`config.mk`:
```
export PLATFORM = sky130hd
export DESIGN_NAME = q2t_fifo
export DESIGN_NICKNAME = d
export VERILOG_FILES = /design/src/q2t_pkg.sv /design/src/q2t_fifo.sv
export SDC_FILE = /design/constraint.sdc
export NUM_CORES = 2
export LEC_CHECK = 0
export BUFFER_PORTS_ARGS = -buffer_cell sky130_fd_sc_hd__buf_2
export CORE_AREA = 10 10 552 554
export CTS_CLUSTER_SIZE = 25
export DETAILED_ROUTE_END_ITERATION = 8
export DIE_AREA = 0 0 562 564
export HOLD_SLACK_MARGIN = 0.03
export PLACE_DENSITY = 0.6
export SYNTH_ARGS = -nofsm -noshare
export SYNTH_HDL_FRONTEND = slang
export SYNTH_SLANG_ARGS = --single-unit
```
`constraint.sdc`:
```
create_clock -name clk_i -period 33.1 [get_ports clk_i]
set_input_delay 3.31 -clock clk_i [delete_from_list [all_inputs] [get_ports clk_i]]
set_output_delay 3.31 -clock clk_i [all_outputs]
set_load 0.01 [all_outputs]
```
`src/q2t_pkg.sv`:
```
// Shared types and constants for the quad to trapezoid band splitter.
// No dependencies; used by the front, queue, back and top level modules of the block.
`timescale 1ns / 1ps
`default_nettype none

package q2t_pkg;

  localparam int FIFO_DEPTH = 8;
  localparam int FIFO_PW    = $clog2(FIFO_DEPTH);
  localparam int FIFO_CW    = $clog2(FIFO_DEPTH + 1);

  // One row of merged corners: y and the leftmost/rightmost x
  typedef struct packed {
    logic signed [31:0] ry;
    logic signed [31:0] rl;
    logic signed [31:0] rr;
  } row_t;

  // Classified shape: number of distinct rows (1..4) and the rows sorted by y
  typedef struct packed {
    logic [2:0]       n;
    row_t [3:0]       rows;
  } rowset_t;

  // One result beat
  typedef struct packed {
    logic               valid;
    logic signed [31:0] top;
    logic signed [31:0] bottom;
    logic signed [31:0] lt;
    logic signed [31:0] lb;
    logic signed [31:0] rt;
    logic signed [31:0] rb;
    logic [1:0]         count;
    logic               last;
  } res_t;

endpackage

`default_nettype wire

```
`src/q2t_fifo.sv`:
```
// Short queue of classified shapes between the front and the back part.
// Depends on q2t_pkg for the entry type and depth.
`timescale 1ns / 1ps
`default_nettype none

module q2t_fifo (
  input  wire logic             clk_i,
  input  wire logic             rst_ni,
  input  wire logic             push_i,
  input  q2t_pkg::rowset_t      data_i,
  input  wire logic             pop_i,
  output logic                  empty_o,
  output q2t_pkg::rowset_t      data_o
);

  q2t_pkg::rowset_t                   mem_q [q2t_pkg::FIFO_DEPTH];
  logic [q2t_pkg::FIFO_PW-1:0]        wptr_q, rptr_q;
  logic [q2t_pkg::FIFO_CW-1:0]        cnt_q;

  assign empty_o = (cnt_q == '0);
  assign data_o  = mem_q[rptr_q];

  always_ff @(posedge clk_i or negedge rst_ni) begin
    if (!rst_ni) begin
      wptr_q <= '0;
      rptr_q <= '0;
      cnt_q  <= '0;
    end else begin
      if (push_i) wptr_q <= wptr_q + 1'b1;
      if (pop_i)  rptr_q <= rptr_q + 1'b1;
      if (push_i && !pop_i) begin
        cnt_q <= cnt_q + 1'b1;
      end else if (pop_i && !push_i) begin
        cnt_q <= cnt_q - 1'b1;
      end
    end
  end

  always_ff @(posedge clk_i) begin
    if (push_i) mem_q[wptr_q] <= data_i;
  end

endmodule

`default_nettype wire

```
==> reports/metrics.cfg <==
[outcome]
outcome=finished, final reports clean

[sta]
relSlewSlack_pct=16.2
finalSetupViolations=0
final_hold_viol_count=0
slew_violations=0
fin_skew_ns=0.0548
period_share_pct=34.0
fin_tns_setup_ns=0
rsz0062_at_grt=no
post-route-min-period_ns=11.24
fmax_ghz=0.0890
worst_pin_slew_ns=1.26

[clocking]
cts_max_path_buffers=4
cts_tree=yes
cts_num_sinks=3106
root_buffer=clkbuf_16
numCtsBuffers=330
cts_resized=0
cts_hold_buf=0
clk_latency_ns=0.92
cts_htree_levels=5
clkTransAtPathRegs_ns=0.06
postCtsSetupBuffers=0

[die]
start_util_pct=39.8
boundaryPins=779
die_area_sq_um=317000
coreArea_sq_um=293000
rows=199
fp.dieH_um=564
die_width_um=562

[synthesis]
netlist.area_leader.share_pct=79.6
avgSynthCellArea_sq_um=25.8
synth.largest_area_cell=edfxtp_1
synth_area_leaders=edfxtp_1, mux4_2, mux2_2, buf_6, clkbuf_1
syn_area_sq_um=117000
syn-num-nets=4928
synth.distinct_cells=28
synth_seq_area_share_pct=79.8
synth-seq-cells=3106
netlist_instances=4531
yosysWarnings=0

[drt]
drc=0
ant_nets=0
drtPass1Iterations=5
via_per_inst=5.31
drt_wl_total_um=266000
via_count=51732
wl_per_cell_um=27.3
first_iter_violations=4765

[place]
dpl.hpwl_um=155000
gp_congestion=0.738
io_buffers=778

[setup_path]
worstSetupPathType=register to primary output
path_max_fanout=47
arrival_ns=7.93
worstPathRequired_ns=29.79
start_kind=register
worstSetupEndpointType=primary output

[pwr]
p_leak_nw=43.6
ir_worst_vdd_mv=0.0753
power_mw=12.5
p_per_area_nw_per_um2=91.6

[min_path]
hp-class=register to register

[finish]
drive_gt1_share_pct=43.2
post-route-util_pct=46.3
layout_common_cells=edfxtp_1, buf_2, mux4_2
area_delta_synth_final_pct=16.4
nNetsFinal=5914
final_common_cell=edfxtp_1

[run]
maxCapViolations=0

[global_route]
grt_pass1_vias=53851
antenna_found_initial=163
gr-total-overflow=0
grt_pass1_wl_um=387000
grt_max_degree=149
grtUsageTotal_pct=16.3

-- metrics by stage --
stage / area (sq um) / hold WS (ns) / cells / worst slack, ns
4_1_cts: 136000 / 0.533 / 9701 / 21.35
3_3_place_gp: 125000 / 0.508 / 9104 / 22.36
3_5_place_dp: 125000 / 0.520 / 9104 / 22.33
6_report: 136000 / 0.525 / 9749 / 21.86
5_1_grt: 136000 / 0.578 / 9710 / 20.86
2_1_floorplan: 117000 / 0.479 / 4531 / 2.09
-- critical path, cell delays in order (launching register included) --
cell and delay, ns:
dfrtp_4 0.93, buf_4 0.79, buf_4 0.74, buf_4 0.72, buf_4 0.81, buf_4 0.83, buf_4 0.85, mux4_2 0.59
mux2_2 0.30, buf_2 0.15
-- sequential cells by signal, indices dropped and copies added, names as in the netlist --
signal and count:
mem_q 3096, cnt_q 4, rptr_q 3, wptr_q 3
-- cell families (layout without fill, tap and decap cells) --
group	after synthesis	count (layout)	synth area share, %
fa+ha+maj	6	6	0.0707
xor+xnor	6	6	0.0450
compound gates	6	6	0.0353
other cells	0	48	0
flops	3106	3106	79.8
simple gates	24	24	0.0996
buf+inv	218	1469	1.25
mux	1165	1165	18.7
-- power by group --
part	switching, mW	internal, mW
combinational	2.09	1.66
clock	1.52	2.10
sequential	0.148	4.93
-- cell usage after synthesis --
cell type	instances
o21ai_0	1
buf_6	83
a21oi_1	2
edfxtp_1	3096
buf_2	13
xor2_1	2
mux4_2	774
mux2_2	390
nor2_1	6
mux2i_1	1
nand2_1	6
nor3_1	3
inv_1	2
ha_1	5
dfrtp_1	10
or4_1	1
xnor2_1	4
buf_1	52
buf_4	1
nor4_1	1
nand3_1	2
fa_1	1
or3_1	1
clkbuf_1	67
a2111o_1	1
o211ai_1	2
nand3b_1	1
nand2b_1	3
-- cell type report --
type	count	area, sq um
Fill cell	24150	157000
Sequential cell	3106	93200
Multi-Input combinational cell	1207	22200
Clock buffer	397	8570
Tap cell	3919	4900
Timing Repair Buffer	870	4750
Clock inverter	200	2150
Antenna cell	48	120
Inverter	2	7.51
-- path summary, 6_finish.rpt --
check / startpoint / to / slack, ns / cells after the start
min in group asynchronous: rst_ni / rptr_q[1]$_DFFE_PN0P_ / 2.27 / 1
min: cnt_q[2]$_DFFE_PN0P_ / cnt_q[2]$_DFFE_PN0P_ / 0.52 / 2
min reg2reg: cnt_q[2]$_DFFE_PN0P_ / cnt_q[2]$_DFFE_PN0P_ / 0.52 / 2
max reg2reg: wptr_q[0]$_DFFE_PN0P_ / mem_q[4][204]$_DFFE_PP_ / 27.78 / 7
max in group asynchronous: rst_ni / rptr_q[2]$_DFFE_PN0P_ / 30.58 / 1
max: rptr_q[0]$_DFFE_PN0P_ / data_o[194] / 21.86 / 9
-- layer usage --
layer	part of all wire [%]	vias to the layer above	GRT usage, %
met3	11	578	6.83
met1	41	27475	22.1
met2	45	1812	24.4
li1	-	21715	-
met5	0.38	-	0
met4	2.6	152	4.54
Power figures use the tool's default switching activity.
